==> src/rtl/mep_pkg.sv <==
`timescale 1ns / 1ps
package mep_pkg;

    localparam int CfgIdxW = 2;
    localparam int CfgDataW = 32;

    typedef enum logic [CfgIdxW-1:0] {
        CFG_REAL_ORIGIN = 2'd0,
        CFG_IMAG_TOP    = 2'd1,
        CFG_REAL_STEP   = 2'd2,
        CFG_IMAG_STEP   = 2'd3
    } t_cfg_idx;

    localparam logic signed [31:0] RST_REAL_ORIGIN = -32'sd536870912;
    localparam logic signed [31:0] RST_IMAG_TOP    = 32'sd268435456;
    localparam logic signed [31:0] RST_REAL_STEP   = 32'sd786432;
    localparam logic signed [31:0] RST_IMAG_STEP   = 32'sd524800;

    // 4.0 in the q16.48 square domain
    localparam logic signed [64:0] ESCAPE_LIMIT = 65'sd1125899906842624;
    localparam logic [31:0] COLOUR_INSIDE = 32'hFFFF_FFFF;

    typedef struct packed {
        logic [9:0] pixel_col;
        logic [9:0] pixel_row;
    } t_pix_in;

    typedef struct packed {
        logic [9:0]  out_col;
        logic [9:0]  out_row;
        logic [31:0] pixel_colour;
    } t_pix_out;

    // work handed from front to back: coordinate and c in q8.24
    typedef struct packed {
        logic [9:0]         col;
        logic [9:0]         row;
        logic signed [31:0] cr;
        logic signed [31:0] ci;
    } t_job;

    typedef enum logic [1:0] {
        F_IDLE,
        F_MUL,
        F_PUSH
    } t_fst;

    typedef enum logic [1:0] {
        B_IDLE,
        B_SQ,
        B_UPD,
        B_FIN
    } t_bst;

    function automatic logic signed [31:0] sat_q428(input logic signed [43:0] x);
        logic signed [31:0] r;
        begin
            if (x > 44'sd2147483647) begin
                r = 32'sh7FFF_FFFF;
            end else if (x < -44'sd2147483648) begin
                r = 32'sh8000_0000;
            end else begin
                r = x[31:0];
            end
            return r;
        end
    endfunction

    // integer part toward zero of a q8.24 value
    function automatic logic signed [8:0] trunc_z(input logic signed [31:0] x);
        logic [32:0] m;
        logic [8:0]  ip;
        begin
            m  = x[31] ? (33'd0 - {x[31], x}) : {1'b0, x};
            ip = m[32:24];
            return x[31] ? $signed(9'd0 - ip) : $signed(ip);
        end
    endfunction

endpackage

==> src/rtl/mep_front.sv <==
`timescale 1ns / 1ps
module mep_front import mep_pkg::*; (
    input  logic                i_clk,
    input  logic                i_rst_n,
    input  logic                start,
    output logic                busy,
    input  t_pix_in             i_pix,
    input  logic                i_cfg_we,
    input  logic [CfgIdxW-1:0]  i_cfg_idx,
    input  logic [CfgDataW-1:0] i_cfg_data,
    input  logic                i_full,
    output logic                o_push,
    output t_job                o_job
);

    t_fst r_state, n_state;
    logic signed [31:0] r_real_origin, r_imag_top, r_real_step, r_imag_step;
    logic [9:0] r_col, r_row;
    logic signed [42:0] r_pr, r_pi;
    logic signed [42:0] w_pr, w_pi;
    logic signed [43:0] w_sr, w_si;
    logic signed [31:0] w_cr, w_ci;
    logic w_take;

    always_ff @(posedge i_clk) begin
        if (!i_rst_n) begin
            r_real_origin <= RST_REAL_ORIGIN;
            r_imag_top    <= RST_IMAG_TOP;
            r_real_step   <= RST_REAL_STEP;
            r_imag_step   <= RST_IMAG_STEP;
        end else if (i_cfg_we) begin
            unique case (t_cfg_idx'(i_cfg_idx))
                CFG_REAL_ORIGIN: r_real_origin <= $signed(i_cfg_data);
                CFG_IMAG_TOP:    r_imag_top    <= $signed(i_cfg_data);
                CFG_REAL_STEP:   r_real_step   <= $signed(i_cfg_data);
                CFG_IMAG_STEP:   r_imag_step   <= $signed(i_cfg_data);
                default: ;
            endcase
        end
    end

    assign w_pr = $signed({1'b0, r_col}) * r_real_step;
    assign w_pi = $signed({1'b0, r_row}) * r_imag_step;
    assign w_sr = {{12{r_real_origin[31]}}, r_real_origin} + {r_pr[42], r_pr};
    assign w_si = {{12{r_imag_top[31]}}, r_imag_top} - {r_pi[42], r_pi};
    assign w_cr = sat_q428(w_sr) >>> 4;
    assign w_ci = sat_q428(w_si) >>> 4;

    always_comb begin
        n_state = r_state;
        unique case (r_state)
            F_IDLE: if (start) n_state = F_MUL;
            F_MUL:  n_state = F_PUSH;
            F_PUSH: if (!i_full) n_state = F_IDLE;
            default: n_state = F_IDLE;
        endcase
    end

    always_comb begin
        busy   = (r_state != F_IDLE);
        w_take = (r_state == F_IDLE) && start;
        o_push = (r_state == F_PUSH) && !i_full;
    end

    assign o_job = '{col: r_col, row: r_row, cr: w_cr, ci: w_ci};

    always_ff @(posedge i_clk) begin
        if (!i_rst_n) begin
            r_state <= F_IDLE;
        end else begin
            r_state <= n_state;
        end
    end

    always_ff @(posedge i_clk) begin
        if (w_take) begin
            r_col <= i_pix.pixel_col;
            r_row <= i_pix.pixel_row;
        end
        if (r_state == F_MUL) begin
            r_pr <= w_pr;
            r_pi <= w_pi;
        end
    end

endmodule

==> config.mk <==
export PLATFORM = sky130hd
export DESIGN_NAME = mep_front
export DESIGN_NICKNAME = d
export VERILOG_FILES = /design/src/rtl/mep_pkg.sv /design/src/rtl/mep_front.sv
export SDC_FILE = /design/constraint.sdc
export NUM_CORES = 2
export LEC_CHECK = 0
export ABC_AREA = 1
export BUFFER_PORTS_ARGS = -buffer_cell sky130_fd_sc_hd__buf_2
export CAP_MARGIN = 20
export CORE_ASPECT_RATIO = 2
export CORE_MARGIN = 3
export CORE_UTILIZATION = 70
export CTS_CLUSTER_DIAMETER = 100
export DETAILED_ROUTE_END_ITERATION = 8
export PLACE_DENSITY = 0.91
export SYNTH_ARGS = -nofsm -noshare
export SYNTH_HDL_FRONTEND = slang
export SYNTH_SLANG_ARGS = --single-unit
==> constraint.sdc <==
create_clock -name i_clk -period 9.3 [get_ports i_clk]
set_clock_uncertainty 0.15 [all_clocks]
set_input_delay 0.93 -clock i_clk [delete_from_list [all_inputs] [get_ports i_clk]]
set_output_delay 0.93 -clock i_clk [all_outputs]
set_load 0.01 [all_outputs]
==> impl_metrics.toml <==
[worst_setup_path]
crit_path_start_kind = "flip-flop"
r2r_slack_ps = 3090
cp_max_fo = 25
path_class = "flip-flop to flip-flop"
arrival_ps = 6350
cp.required_ps = 9440
crit_path_end_kind = "flip-flop"

[cells_and_area]
final_cell_area_sq_mm = 0.0397
fin_cells = 5926
nFillCells = 3999
syn_to_final_growth_pct = 4.93
final_nets = 6122
seq_area_sq_mm = 0.00579
layout-drive-gt1-share = 0.0496
multi_input_area_sq_mm = 0.0265

[logic_synthesis]
ys_async_sr_fraction = 0
syn_area_sq_mm = 0.0378
synth_area_leaders = "fa_1, nand2_1, inv_1"
ys_types = 44
syn_avg_cell_area_sq_um = 7.24
yosys.area.top_type = "fa_1"
synth_fp_nets = 6103
synth_edf_count = 106
yosys.area.top_type_share = 0.290
yosysMostFrequentCell = "nand2_1"
yosysWarnings = 0
synth_cells = 5224
synth.top_cells.by_count = "nand2_1, inv_1, fa_1"
ys_ff_latch = 236
seq_area_frac_synth = 0.153
synth_flop_cell = "dfxtp_1"

[run]
max_cap_violations = 0

[detailed_routing]
vias = 33941
firstDrtPassIters = 6
remaining_drc_errors = 0
wirelength_um = 112000
ant_nets = 0
vias_per_cell = 5.73
drt_first_iter_violations = 3078
routedWlPerCell_um = 18.9

[timing]
worst_pin_slew_ps = 1110
max_freq_mhz = 161
period_minus_slack_ps = 6210
final.period_utilization = 0.667
rsz0062_at_grt = "false"
max-slew-margin-rel = 0.258
hold_ws_ps = 345
fin_setup_tns_ps = 0
hold_violations = 0
finalSetupViolCount = 0
finalMaxSlewViolations = 0

[floorplan]
die_y_um = 335
io_pins = 145
die-width_um = 170
rows = 119
start_util = 0.714
die_area_sq_mm = 0.0570
core_sq_mm = 0.0530

[power_and_ir_drop]
p_int_mw = 3.11
combPwrFrac = 0.598
ir_drop_mv = 0.185
power_frac_seq = 0.231
swShare = 0.483
leakagePower_nw = 23.0
p_clk_frac = 0.171
p_per_area_mw_per_mm2 = 151
p_switching_mw = 2.91

[clocking]
post-cts-setup-buffer-count = 0
insertion_delay_ps = 560
clock_path_buffers = 3
holdBufCountCts = 0
cts_tree = "built"
clk_pin_slew_ps = 70
cts_max_level = 1
clock-sinks = 236
root_buffer = "clkbuf_16"
cts_buffers = 23
cts_resized = 0

[global_route]
grt_remaining_overflow = 0
grt_usage = 0.397
grt_pass1_vias = 35481
grt_start_max_net_pins = 130
antenna_found_initial = 0
grt_pass1_wl_um = 177000

[place]
io_buffers = 144
dp.cells = 5882
hpwl_um = 91200
place_area_sq_mm = 0.0388
gp_congestion = 1.00

[min_path]
hp-class = "flip-flop to flip-flop"

[outcome]
outcome = "complete, no violations"
[per-stage QoR]
step	util	total power, mW	worst slack (ps)
6_report	0.749	6.01	3090
5_1_grt	0.749	6.46	2740
4_1_cts	0.748	5.96	3210
3_5_place_dp	0.733	4.93	3210
3_3_place_gp	0.733	4.84	3320
2_1_floorplan	-	3.86	3950
[metal layers]
layer  track usage  part of all wire  up-vias
li1              -                 -    15434
met1         0.421              0.32    15905
met2         0.697              0.50     1879
met3        0.0569             0.076      723
met4         0.307             0.099        0
met5             0                 0        -
[area by class of cell]
cell class	count	share of cell area
antenna	2	0.000126
clock buffer	29	0.0161
inverter	1269	0.120
timing repair buffer	172	0.0240
multi-input combinational	3541	0.669
tap	665	0.0210
clock inverter	12	0.00445
sequential	236	0.146
[sequential cells by signal, indices dropped and copies added, names as in the netlist]
name / flops
r_col: 10
r_row: 10
r_imag_step: 32
r_state: 2
r_imag_top: 32
r_pi: 43
r_pr: 43
r_real_origin: 32
r_real_step: 32
[critical path, cell delays in order, from the launching register on]
cell,delay (ps)
edfxtp_1,580
buf_4,380
nand2_1,120
fa_1,460
inv_1,270
fa_1,510
fa_1,550
inv_1,60
fa_1,490
inv_1,60
fa_1,470
ha_1,410
nand2_1,150
nor2_1,220
inv_1,120
nor4_1,470
nand3_1,200
nand3_1,180
xor2_1,80
[cells in the final DEF (no fill, tap or decap), types with 30 or more instances in the layout]
cell,n
buf_2,144
nor2_1,487
nand2_1,1445
inv_1,1262
xnor2_1,54
o21ai_0,180
edfxtp_1,106
xor2_1,89
dfxtp_1,130
a31oi_1,30
ha_1,272
fa_1,548
nand3_1,93
a21oi_1,186
[power by group through the flow]
stage / registers (mW) / logic (mW) / clock network, mW
4_1_cts: 1.39 / 3.55 / 1.03
6_report: 1.39 / 3.59 / 1.03
3_5_place_dp: 1.41 / 3.52 / 0
3_3_place_gp: 1.41 / 3.44 / 0
5_1_grt: 1.40 / 4.01 / 1.06
2_1_floorplan: 1.33 / 2.53 / 0
[logic make-up after synthesis]
kind of cell | count (synthesis) | synth area share
AND/OR/NAND/NOR | 2117 | 0.220
adder cells (fa/ha/maj) | 820 | 0.380
flip-flops | 236 | 0.153
buffers and inverters | 1447 | 0.146
AO/OA/AOI/OAI | 459 | 0.0664
XOR/XNOR | 145 | 0.0343
[final timing paths]
check / from / to / cells after the start
worst max-delay path: r_col[4] / r_pr[39] / 18
worst min-delay path: r_imag_top[0] / r_imag_top[0] / 2
worst max register to register: r_col[4] / r_pr[39] / 18
worst min register to register: r_imag_top[0] / r_imag_top[0] / 2
(Power assumes the default switching activity.)
