[src/rtl/mep_pkg.sv]
`timescale 1ns / 1ps
package mep_pkg;

    localparam int CfgIdxW = 2;
    localparam int CfgDataW = 32;

    typedef enum logic [CfgIdxW-1:0] {
        CFG_REAL_ORIGIN = 2'd0,
        CFG_IMAG_TOP    = 2'd1,
        CFG_REAL_STEP   = 2'd2,
        CFG_IMAG_STEP   = 2'd3
    } t_cfg_idx;

    localparam logic signed [31:0] RST_REAL_ORIGIN = -32'sd536870912;
    localparam logic signed [31:0] RST_IMAG_TOP    = 32'sd268435456;
    localparam logic signed [31:0] RST_REAL_STEP   = 32'sd786432;
    localparam logic signed [31:0] RST_IMAG_STEP   = 32'sd524800;

    // 4.0 in the q16.48 square domain
    localparam logic signed [64:0] ESCAPE_LIMIT = 65'sd1125899906842624;
    localparam logic [31:0] COLOUR_INSIDE = 32'hFFFF_FFFF;

    typedef struct packed {
        logic [9:0] pixel_col;
        logic [9:0] pixel_row;
    } t_pix_in;

    typedef struct packed {
        logic [9:0]  out_col;
        logic [9:0]  out_row;
        logic [31:0] pixel_colour;
    } t_pix_out;

    // work handed from front to back: coordinate and c in q8.24
    typedef struct packed {
        logic [9:0]         col;
        logic [9:0]         row;
        logic signed [31:0] cr;
        logic signed [31:0] ci;
    } t_job;

    typedef enum logic [1:0] {
        F_IDLE,
        F_MUL,
        F_PUSH
    } t_fst;

    typedef enum logic [1:0] {
        B_IDLE,
        B_SQ,
        B_UPD,
        B_FIN
    } t_bst;

    function automatic logic signed [31:0] sat_q428(input logic signed [43:0] x);
        logic signed [31:0] r;
        begin
            if (x > 44'sd2147483647) begin
                r = 32'sh7FFF_FFFF;
            end else if (x < -44'sd2147483648) begin
                r = 32'sh8000_0000;
            end else begin
                r = x[31:0];
            end
            return r;
        end
    endfunction

    // integer part toward zero of a q8.24 value
    function automatic logic signed [8:0] trunc_z(input logic signed [31:0] x);
        logic [32:0] m;
        logic [8:0]  ip;
        begin
            m  = x[31] ? (33'd0 - {x[31], x}) : {1'b0, x};
            ip = m[32:24];
            return x[31] ? $signed(9'd0 - ip) : $signed(ip);
        end
    endfunction

endpackage

[src/rtl/mep_fifo.sv]
`timescale 1ns / 1ps
module mep_fifo import mep_pkg::*; (
    input  logic i_clk,
    input  logic i_rst_n,
    input  logic i_push,
    input  t_job i_job,
    input  logic i_pop,
    output t_job o_job,
    output logic o_full,
    output logic o_empty
);

    t_job r_mem [2];
    logic r_wp, r_rp;
    logic [1:0] r_cnt;

    assign o_full  = (r_cnt == 2'd2);
    assign o_empty = (r_cnt == 2'd0);
    assign o_job   = r_mem[r_rp];

    always_ff @(posedge i_clk) begin
        if (!i_rst_n) begin
            r_wp  <= 1'b0;
            r_rp  <= 1'b0;
            r_cnt <= 2'd0;
        end else begin
            if (i_push) r_wp <= ~r_wp;
            if (i_pop)  r_rp <= ~r_rp;
            r_cnt <= r_cnt + {1'b0, i_push} - {1'b0, i_pop};
        end
    end

    always_ff @(posedge i_clk) begin
        if (i_push) r_mem[r_wp] <= i_job;
    end

    assert property (@(posedge i_clk) disable iff (!i_rst_n) !(i_push && o_full))
        else $error("transfer into full queue");
    assert property (@(posedge i_clk) disable iff (!i_rst_n) !(i_pop && o_empty))
        else $error("pop from empty queue");
    assert property (@(posedge i_clk) disable iff (!i_rst_n) r_cnt != 2'd3)
        else $error("queue count out of range");

endmodule

[config.mk]
export PLATFORM = sky130hd
export DESIGN_NAME = mep_fifo
export DESIGN_NICKNAME = d
export VERILOG_FILES = /design/src/rtl/mep_pkg.sv /design/src/rtl/mep_fifo.sv
export SDC_FILE = /design/constraint.sdc
export NUM_CORES = 1
export LEC_CHECK = 0
export BUFFER_PORTS_ARGS = -buffer_cell sky130_fd_sc_hd__buf_4
export CAP_MARGIN = 20
export CORE_MARGIN = 2
export CORE_UTILIZATION = 52
export DETAILED_ROUTE_END_ITERATION = 10
export GPL_ROUTABILITY_DRIVEN = 1
export PLACE_DENSITY = 0.85
export SYNTH_ARGS = -nofsm -noshare
export SYNTH_HDL_FRONTEND = slang
export SYNTH_SLANG_ARGS = --single-unit
[constraint.sdc]
create_clock -name i_clk -period 5.6 [get_ports i_clk]
set_input_delay 0.84 -clock i_clk [delete_from_list [all_inputs] [get_ports i_clk]]
set_output_delay 0.84 -clock i_clk [all_outputs]
set_load 0.1 [all_outputs]
==> results.cfg, run 1 <==
[logic_synthesis]
postSynthRegisterBits = 173
synth_top_area_share_pct = 77.26
synthTopCellsByCount = edfxtp_1, mux2_4, mux2_2, buf_6, dfxtp_1
synthDistinctLibCells = 14
seq_area_frac_synth_pct = 78.79
netlist_top_cells_area = edfxtp_1, mux2_4, mux2_2
synth.avg_cell_area_um2 = 23.16
ys_dominant_reg_cell = edfxtp_1
async_flop_share_pct = 0
synth_nets = 372
number_of_enable_flip_flop_cells_after_synthesis = 168
synth.cell_area_um2 = 6530
netlist.top_cell.by_area = edfxtp_1
netlist_instances = 282
synth.most_common_cell = edfxtp_1
yosys_warnings = 0

[finish]
num_antenna_cells = 0
syn2layout_area_growth_pct = 31.58
n_fill_cell = 771
finished_layout_cell_area_um2 = 8592
layout.nets = 559
ratio_of_cells_with_drive_above_1_in_the_final_layout_pct = 59.54

[floorplanning]
start_util_pct = 53.92
core_area_um2 = 12110
fp.dieW_um = 116.1
die_y_um = 116.1
design.die.area_um2 = 13470
fp-row-count = 40
num_io_pins = 174

[worst_setup_path]
reg2reg_depth = 2
timing.setup.critical_path_class = reg2out
required_ns = 4.76
worst-endpoint-arrival_ns = 2.03
endpoint_kind = primary output
r2r-end = r_mem[0][50]
cp_max_fo = 26
crit-reg2reg-launch = r_wp
setup.reg_to_reg.worst_slack_ns = 3.55
worst_setup_path_start_kind = register

[place]
place.port_buffers = 173
place_congestion = 0.7405
postPlaceCellArea_um2 = 7979
dp_hpwl_um = 7583
place_worst_setup_slack_ns = 2.584

[clock_tree]
tritoncts.num_buffers = 17
cts_post_setup_buffers_inserted = 0
post_cts_hold_buffer_count = 0
tritoncts_num_sinks = 173
clk-insertion-delay-late_ns = 0.41
cts.htree.levels = 4
post_cts.resized_instances = 0
ctsRootBufferMaster = clkbuf_16
cts_buffer_depth = 2
clock_tree_from_tritoncts = yes
clk_pin_slew_ns = 0.05

[status]
outcome = finished clean

[global_route]
globalRouteOverflowTotal = 0
number_of_global_route_vias_before_repair = 3299
grt.busiest_layer = met2
grt_pass1_wl_um = 16510
met1_usage_pct = 20.28
track_usage_pct = 16.95
global_route.usage.met3_pct = 6.433
grt_start_max_net_pins = 85
globalRouteMet2Util_pct = 28.42
antenna_found_initial = 0

[power_and_ir_drop]
internal_power_uw = 2400
cellLeakagePower_uw = 0.003366
sequentialPowerShare_pct = 44.3
ir_worst_vdd_v = 0.0002512
power.density_cell_area_nw_per_um2 = 401.3
net-switching-power_uw = 1048
netSwitchingFraction_pct = 30.40
clock_power_share_pct = 31.5
fraction_of_power_consumed_by_combinational_cells_pct = 24.3

[timing]
relSlewSlack_pct = 42.78
final_max_slew_viol_count = 0
period_minus_slack_ns = 2.869
final_min_period_over_clock_period_pct = 51.24
grt_setup_unrepaired = false
clock_skew_ns = 0.006645
achievable-frequency_ghz = 0.3485
worst_slew_pin_slew_ns = 0.8583
worst_slack_ns = 2.731
setup_tns_ns = 0
hold_viol = 0
total_of_endpoints_with_negative_setup_slack_in_the_final_report = 0
whs_ns = 0.6025

[detailed_routing]
drt_iter0_markers = 245
vias_per_cell = 4.920
detail_route.first_pass.iterations = 5
routed_via_count = 3198
wire_per_inst_um = 17.50
final_antenna_net_count = 0
postRouteWirelength_um = 11380
drcViolationCount = 0

[worst_hold_path]
worst_hold_path.num_cells = 2
min-delay-start = r_rp
min-delay-path-class = reg2reg

[flow_run]
timing.max_cap.violations = 0
## worst max-delay path, stage by stage, from the launching register on
cell	delay, ns
dfxtp_4	0.64
buf_4	0.40
mux2_4	0.34
buf_4	0.23
## area by class of cell
cell class | instances | area (µm²) | area share (%)
clock buffers | 31 | 528.0 | 6.145
clock inverters | 1 | 30.03 | 0.3495
well taps | 168 | 210.2 | 2.446
flip-flops and latches | 173 | 5149 | 59.92
repair buffers | 177 | 1369 | 15.93
multi-input cells | 98 | 1299 | 15.12
inverters | 2 | 7.507 | 0.08737
## per-layer routing
| layer | share of wire, % | up-vias |
|---|---|---|
| met3 | 7.3 | 11 |
| met2 | 51 | 140 |
| li1 | - | 1483 |
| met4 | 1.1 | 0 |
| met1 | 41 | 1564 |
| met5 | 0 | - |
## cell families (layout without fill, tap and decap cells)
group                      Yosys count  in the layout  synth area share [%]
adders and majority gates            2              2                0.3832
buffers and inverters               11            211                 1.475
and+or+nand+nor                      9              9                0.8237
muxes                               84             84                 17.93
DFF                                173            173                 78.79
AOI/OAI and AO/OA                    1              1                0.1150
xor gates and xnor gates             2              2                0.4790
## worst max path at each step
stage,cells past startpoint,to,start
2_1_floorplan,1,r_mem[0][0],i_push
3_3_place_gp,3,o_job[34],register
3_5_place_dp,3,o_job[44],register
4_1_cts,3,o_job[44],register
5_1_grt,3,o_job[41],register
6_report,3,o_job[80],register
## stage by stage
stage	power, µW	instances	util, %
4_1_cts	3478	648	70.49
3_5_place_dp	2391	616	65.88
6_report	3448	650	70.94
2_1_floorplan	2220	282	-
3_3_place_gp	2376	616	65.88
5_1_grt	3560	650	70.94
## flip-flops by register name (all words and copies together) (netlist names), named ones only
name   flops
r_mem    168
r_rp       1
r_wp       1
r_cnt      2
## placed cells by master, fill, tap and decap left out, types with 2 or more instances in the layout
master / count
and2_1: 3
buf_16: 2
buf_4: 175
clkbuf_1: 9
clkbuf_16: 17
clkbuf_8: 5
dfxtp_1: 4
edfxtp_1: 168
ha_1: 2
inv_1: 2
mux2_2: 24
mux2_4: 60
nor2b_1: 3
## power by group through the flow
stage               Combinational, µW  Sequential (µW)  Clock, µW
detailed placement                821             1570          0
CTS                               823             1540       1110
floorplan                         676             1540          0
finish                            837             1530       1080
global route                      861             1530       1170
global placement                  812             1560          0
No activity file was read; power rests on OpenSTA's default activity.
==> inputs of run 2 (changes only) <==
Clock period 5.6 ns to 2.96 ns, I/O delays scaled along.
==> run 2 against run 1 <==
- wire length rose by 2.5%
- worst hold slack got worse by 0.39 ns
- final cell count rose by 0.46%
- largest cell class unchanged
- final area rose by 0.71%
- clock skew fell by 0.0019 ns
- sequential power rose by 89%
==> results.cfg, run 2 (synthesis results as in run 1) <==
[status]
outcome = finished clean

[timing]
period_minus_slack_ns = 2.552
final_max_slew_viol_count = 0
hold_viol = 0
grt_setup_unrepaired = false
final_min_period_over_clock_period_pct = 86.21
clock_skew_ns = 0.004699
whs_ns = 0.2098
worst_slew_pin_slew_ns = 0.6073
relSlewSlack_pct = 59.51
total_of_endpoints_with_negative_setup_slack_in_the_final_report = 0
achievable-frequency_ghz = 0.3919
setup_tns_ns = 0

[power_and_ir_drop]
netSwitchingFraction_pct = 30.40
power.density_cell_area_nw_per_um2 = 773.5
cellLeakagePower_uw = 0.003403
internal_power_uw = 4658
sequentialPowerShare_pct = 43.2
net-switching-power_uw = 2035
fraction_of_power_consumed_by_combinational_cells_pct = 23.6
clock_power_share_pct = 33.1
ir_worst_vdd_v = 0.0005300

[global_route]
antenna_found_initial = 0
track_usage_pct = 17.78
number_of_global_route_vias_before_repair = 3517
grt_pass1_wl_um = 17300
grt_start_max_net_pins = 79
globalRouteOverflowTotal = 0

[floorplanning]
die_y_um = 116.1
fp-row-count = 40
core_area_um2 = 12110
design.die.area_um2 = 13470
start_util_pct = 53.92
num_io_pins = 174
fp.dieW_um = 116.1

[finish]
largest-register = r_mem
ratio_of_cells_with_drive_above_1_in_the_final_layout_pct = 60.82
num_antenna_cells = 0
layout.cells.most_common_list = buf_4, edfxtp_1, mux2_4
syn2layout_area_growth_pct = 32.52
multi_input_comb_area_um2 = 1299
leading_cell_type_in_the_layout_fill_and_taps_excluded = buf_4
top_regs = r_mem: 168 flops, r_cnt: 2 flops
max_ffs_per_register = 168
n_fill_cell = 765
layout.area.seq_um2 = 5149
layout.nets = 562

[clock_tree]
post_cts_hold_buffer_count = 0
tritoncts_num_sinks = 173
ctsRootBufferMaster = clkbuf_16
clk_pin_slew_ns = 0.06
tritoncts.num_buffers = 17
clock_tree_from_tritoncts = yes
cts_post_setup_buffers_inserted = 0
clk-insertion-delay-late_ns = 0.42
cts_buffer_depth = 2
cts.htree.levels = 4
post_cts.resized_instances = 0

[worst_setup_path]
cp_max_fo = 38
reg2reg_depth = 2
worst_setup_path_start_kind = register
timing.setup.critical_path_class = reg2out
crit-reg2reg-launch = r_wp
required_ns = 2.52
endpoint_kind = primary output
worst-endpoint-arrival_ns = 2.11

[detailed_routing]
drcViolationCount = 0
route.top_layer_used = met4
route.met3.wl_um = 931
wire_per_inst_um = 17.87
detailroute.wirelength.met2_um = 5982
routed_via_count = 3265
detail_route.first_pass.iterations = 5
vias_per_cell = 5.000
postRouteWirelength_um = 11670
final_antenna_net_count = 0
wl_met1_um = 4497
drt_iter0_markers = 147

[worst_hold_path]
min-delay-path-class = in2reg
min-delay-start = i_job[63]
worst_hold_path.num_cells = 1

[flow_run]
timing.max_cap.violations = 0

[place]
place_congestion = 0.7333
place.port_buffers = 173
dp_hpwl_um = 7726
-- run 2: layout make-up --
class	instances	area share (%)
Inverter	2	0.08676
Clock buffer	24	5.567
Sequential cell	173	59.50
Clock inverter	8	1.359
Tap cell	168	2.429
Timing Repair Buffer	180	16.05
Multi-Input combinational cell	98	15.01
-- run 2: power groups by stage --
| stage | combinational [µW] | clock [µW] | sequential (µW) |
|---|---|---|---|
| CTS | 1590 | 2260 | 2900 |
| finish | 1580 | 2220 | 2890 |
| global placement | 1570 | 0 | 2940 |
| global route | 1630 | 2340 | 2910 |
| floorplan | 1280 | 0 | 2910 |
| detailed placement | 1590 | 0 | 2950 |
-- run 2: per-layer routing --
layer | up-vias | global-route usage, %
met5 | - | 0
met4 | 0 | 8.492
met3 | 24 | 6.276
met2 | 130 | 30.84
met1 | 1622 | 19.57
li1 | 1489 | -
-- run 2: worst paths after layout --
kind	endpoint	slack (ns)
max reg2reg	r_mem[1][71]	1.35
min reg2reg	register	0.59
min	r_mem[1][63]	0.21
max	o_job[75]	0.41
-- run 2: metrics by stage --
step | utilization [%] | worst slack, ns | cell area [µm²] | power [µW] | instances
finish | 71.45 | 0.4081 | 8653 | 6693 | 653
global route | 71.45 | 0.3047 | 8653 | 6879 | 653
CTS | 71.45 | 0.3707 | 8653 | 6748 | 653
detailed placement | 66.50 | 0.8302 | 8054 | 4536 | 621
global placement | 66.50 | 0.8639 | 8054 | 4506 | 621
floorplan | - | 0.1193 | 6538 | 4194 | 282
-- run 2: critical path, cell delays in order, from the launching register on --
cell and delay, ns:
dfxtp_4 0.74, buf_4 0.36, mux2_4 0.33, buf_4 0.23
==> inputs of run 3 (changes only) <==
Settings changed: CTS_CLUSTER_DIAMETER set to 150, REMOVE_ABC_BUFFERS set to 1.
==> run 3 against run 2 <==
- final cell count fell by 0.31%
- sequential cell count unchanged
- via count is 2.4% lower
- critical endpoint is now o_job[17]
==> results.cfg, run 3 (synthesis results as in run 1) <==
[status]
outcome = finished clean

[place]
postPlaceCellArea_um2 = 8059
dp_hpwl_um = 7633
place.port_buffers = 173
place_congestion = 0.6972

[finish]
finished_layout_cell_area_um2 = 8621
layout.cells.most_common_list = buf_4, edfxtp_1, mux2_4
ratio_of_cells_with_drive_above_1_in_the_final_layout_pct = 60.04
leading_cell_type_in_the_layout_fill_and_taps_excluded = buf_4
syn2layout_area_growth_pct = 32.02
layout.nets = 561
largest-register = r_mem
max_ffs_per_register = 168
top_regs = r_mem: 168 flops, r_cnt: 2 flops
finish.utilization_pct = 71.18
num_antenna_cells = 0

[timing]
period_minus_slack_ns = 2.510
whs_ns = 0.2121
hold_viol = 0
final_min_period_over_clock_period_pct = 84.79
clock_skew_ns = 0.005184
setup_tns_ns = 0
relSlewSlack_pct = 63.67
achievable-frequency_ghz = 0.3984
total_of_endpoints_with_negative_setup_slack_in_the_final_report = 0
grt_setup_unrepaired = false
final_max_slew_viol_count = 0
worst_slew_pin_slew_ns = 0.5450

[global_route]
grt_pass1_wl_um = 16970
globalRouteOverflowTotal = 0
number_of_global_route_vias_before_repair = 3379
track_usage_pct = 17.35
grt_start_max_net_pins = 67
antenna_found_initial = 0

[worst_hold_path]
min-delay-path-class = in2reg

[detailed_routing]
postRouteWirelength_um = 11320
vias_per_cell = 4.894
final_antenna_net_count = 0
drt_iter0_markers = 201
routed_via_count = 3186
drcViolationCount = 0
wire_per_inst_um = 17.39
detail_route.first_pass.iterations = 4

[floorplanning]
die_y_um = 116.1
start_util_pct = 53.92
fp.dieW_um = 116.1
fp-row-count = 40
core_area_um2 = 12110
design.die.area_um2 = 13470
num_io_pins = 174

[clock_tree]
clk-insertion-delay-late_ns = 0.41
tritoncts.num_buffers = 17
post_cts.resized_instances = 0
cts_post_setup_buffers_inserted = 0
cts_buffer_depth = 2
clk_pin_slew_ns = 0.06
post_cts_hold_buffer_count = 0
tritoncts_num_sinks = 173
clock_tree_from_tritoncts = yes
ctsRootBufferMaster = clkbuf_16
cts.htree.levels = 4

[flow_run]
timing.max_cap.violations = 0

[power_and_ir_drop]
post-layout-total-power_uw = 6588
power.density_cell_area_nw_per_um2 = 764.2
ir_worst_vdd_v = 0.0004985
cellLeakagePower_uw = 0.003384

[worst_setup_path]
timing.setup.critical_path_class = reg2out
required_ns = 2.52
worst-endpoint-arrival_ns = 2.07
endpoint_kind = primary output
worst_setup_path_start_kind = register
cp_max_fo = 33
-- run 3: final cells by class --
cell class                 instances  area [µm²]
timing repair buffer             179        1394
tap                              168       210.2
fill                             785        3491
clock buffer                      20       436.7
clock inverter                    11       125.1
sequential                       173        5149
multi-input combinational         98        1299
inverter                           2       7.507
-- run 3: path summary, 6_finish.rpt --
| check | slack, ns | cells past startpoint | endpoint | start |
|---|---|---|---|---|
| min | 0.21 | 1 | r_mem[0][29] | i_job[29] |
| max reg2reg | 1.37 | 2 | r_mem[1][17] | r_wp |
| min reg2reg | 0.59 | 2 | register | r_rp |
| max | 0.45 | 3 | o_job[17] | register |
-- run 3: critical path: stages (launching register included) --
cell	delay (ns)
dfxtp_4	0.69
buf_4	0.34
mux2_2	0.37
buf_4	0.23
-- run 3: where the power goes --
part | total (µW) | switching, µW | internal, µW | leakage, µW
Clock | 2110 | 812 | 1300 | 0.000277
Sequential | 2890 | 56.3 | 2830 | 0.00162
Combinational | 1580 | 1150 | 438 | 0.00149
Total | 6590 | 2010 | 4570 | 0.00338
-- run 3: through the flow --
stage,std cells,setup slack (ns)
after global placement,620,0.8984
after detailed placement,620,0.8722
after global routing,651,0.3598
final,651,0.4503
after CTS,651,0.4082
after floorplan,273,-1.721
-- run 3: routing by layer --
| metal | vias up | global-route usage [%] | share of wire [%] | routed length, µm |
|---|---|---|---|---|
| met4 | 0 | 7.937 | 2.1 | 236 |
| met3 | 18 | 5.805 | 6.6 | 752 |
| met1 | 1558 | 19.39 | 39 | 4422 |
| met2 | 119 | 30.21 | 52 | 5910 |
| li1 | 1491 | - | - | - |
| met5 | - | 0 | 0 | 0 |
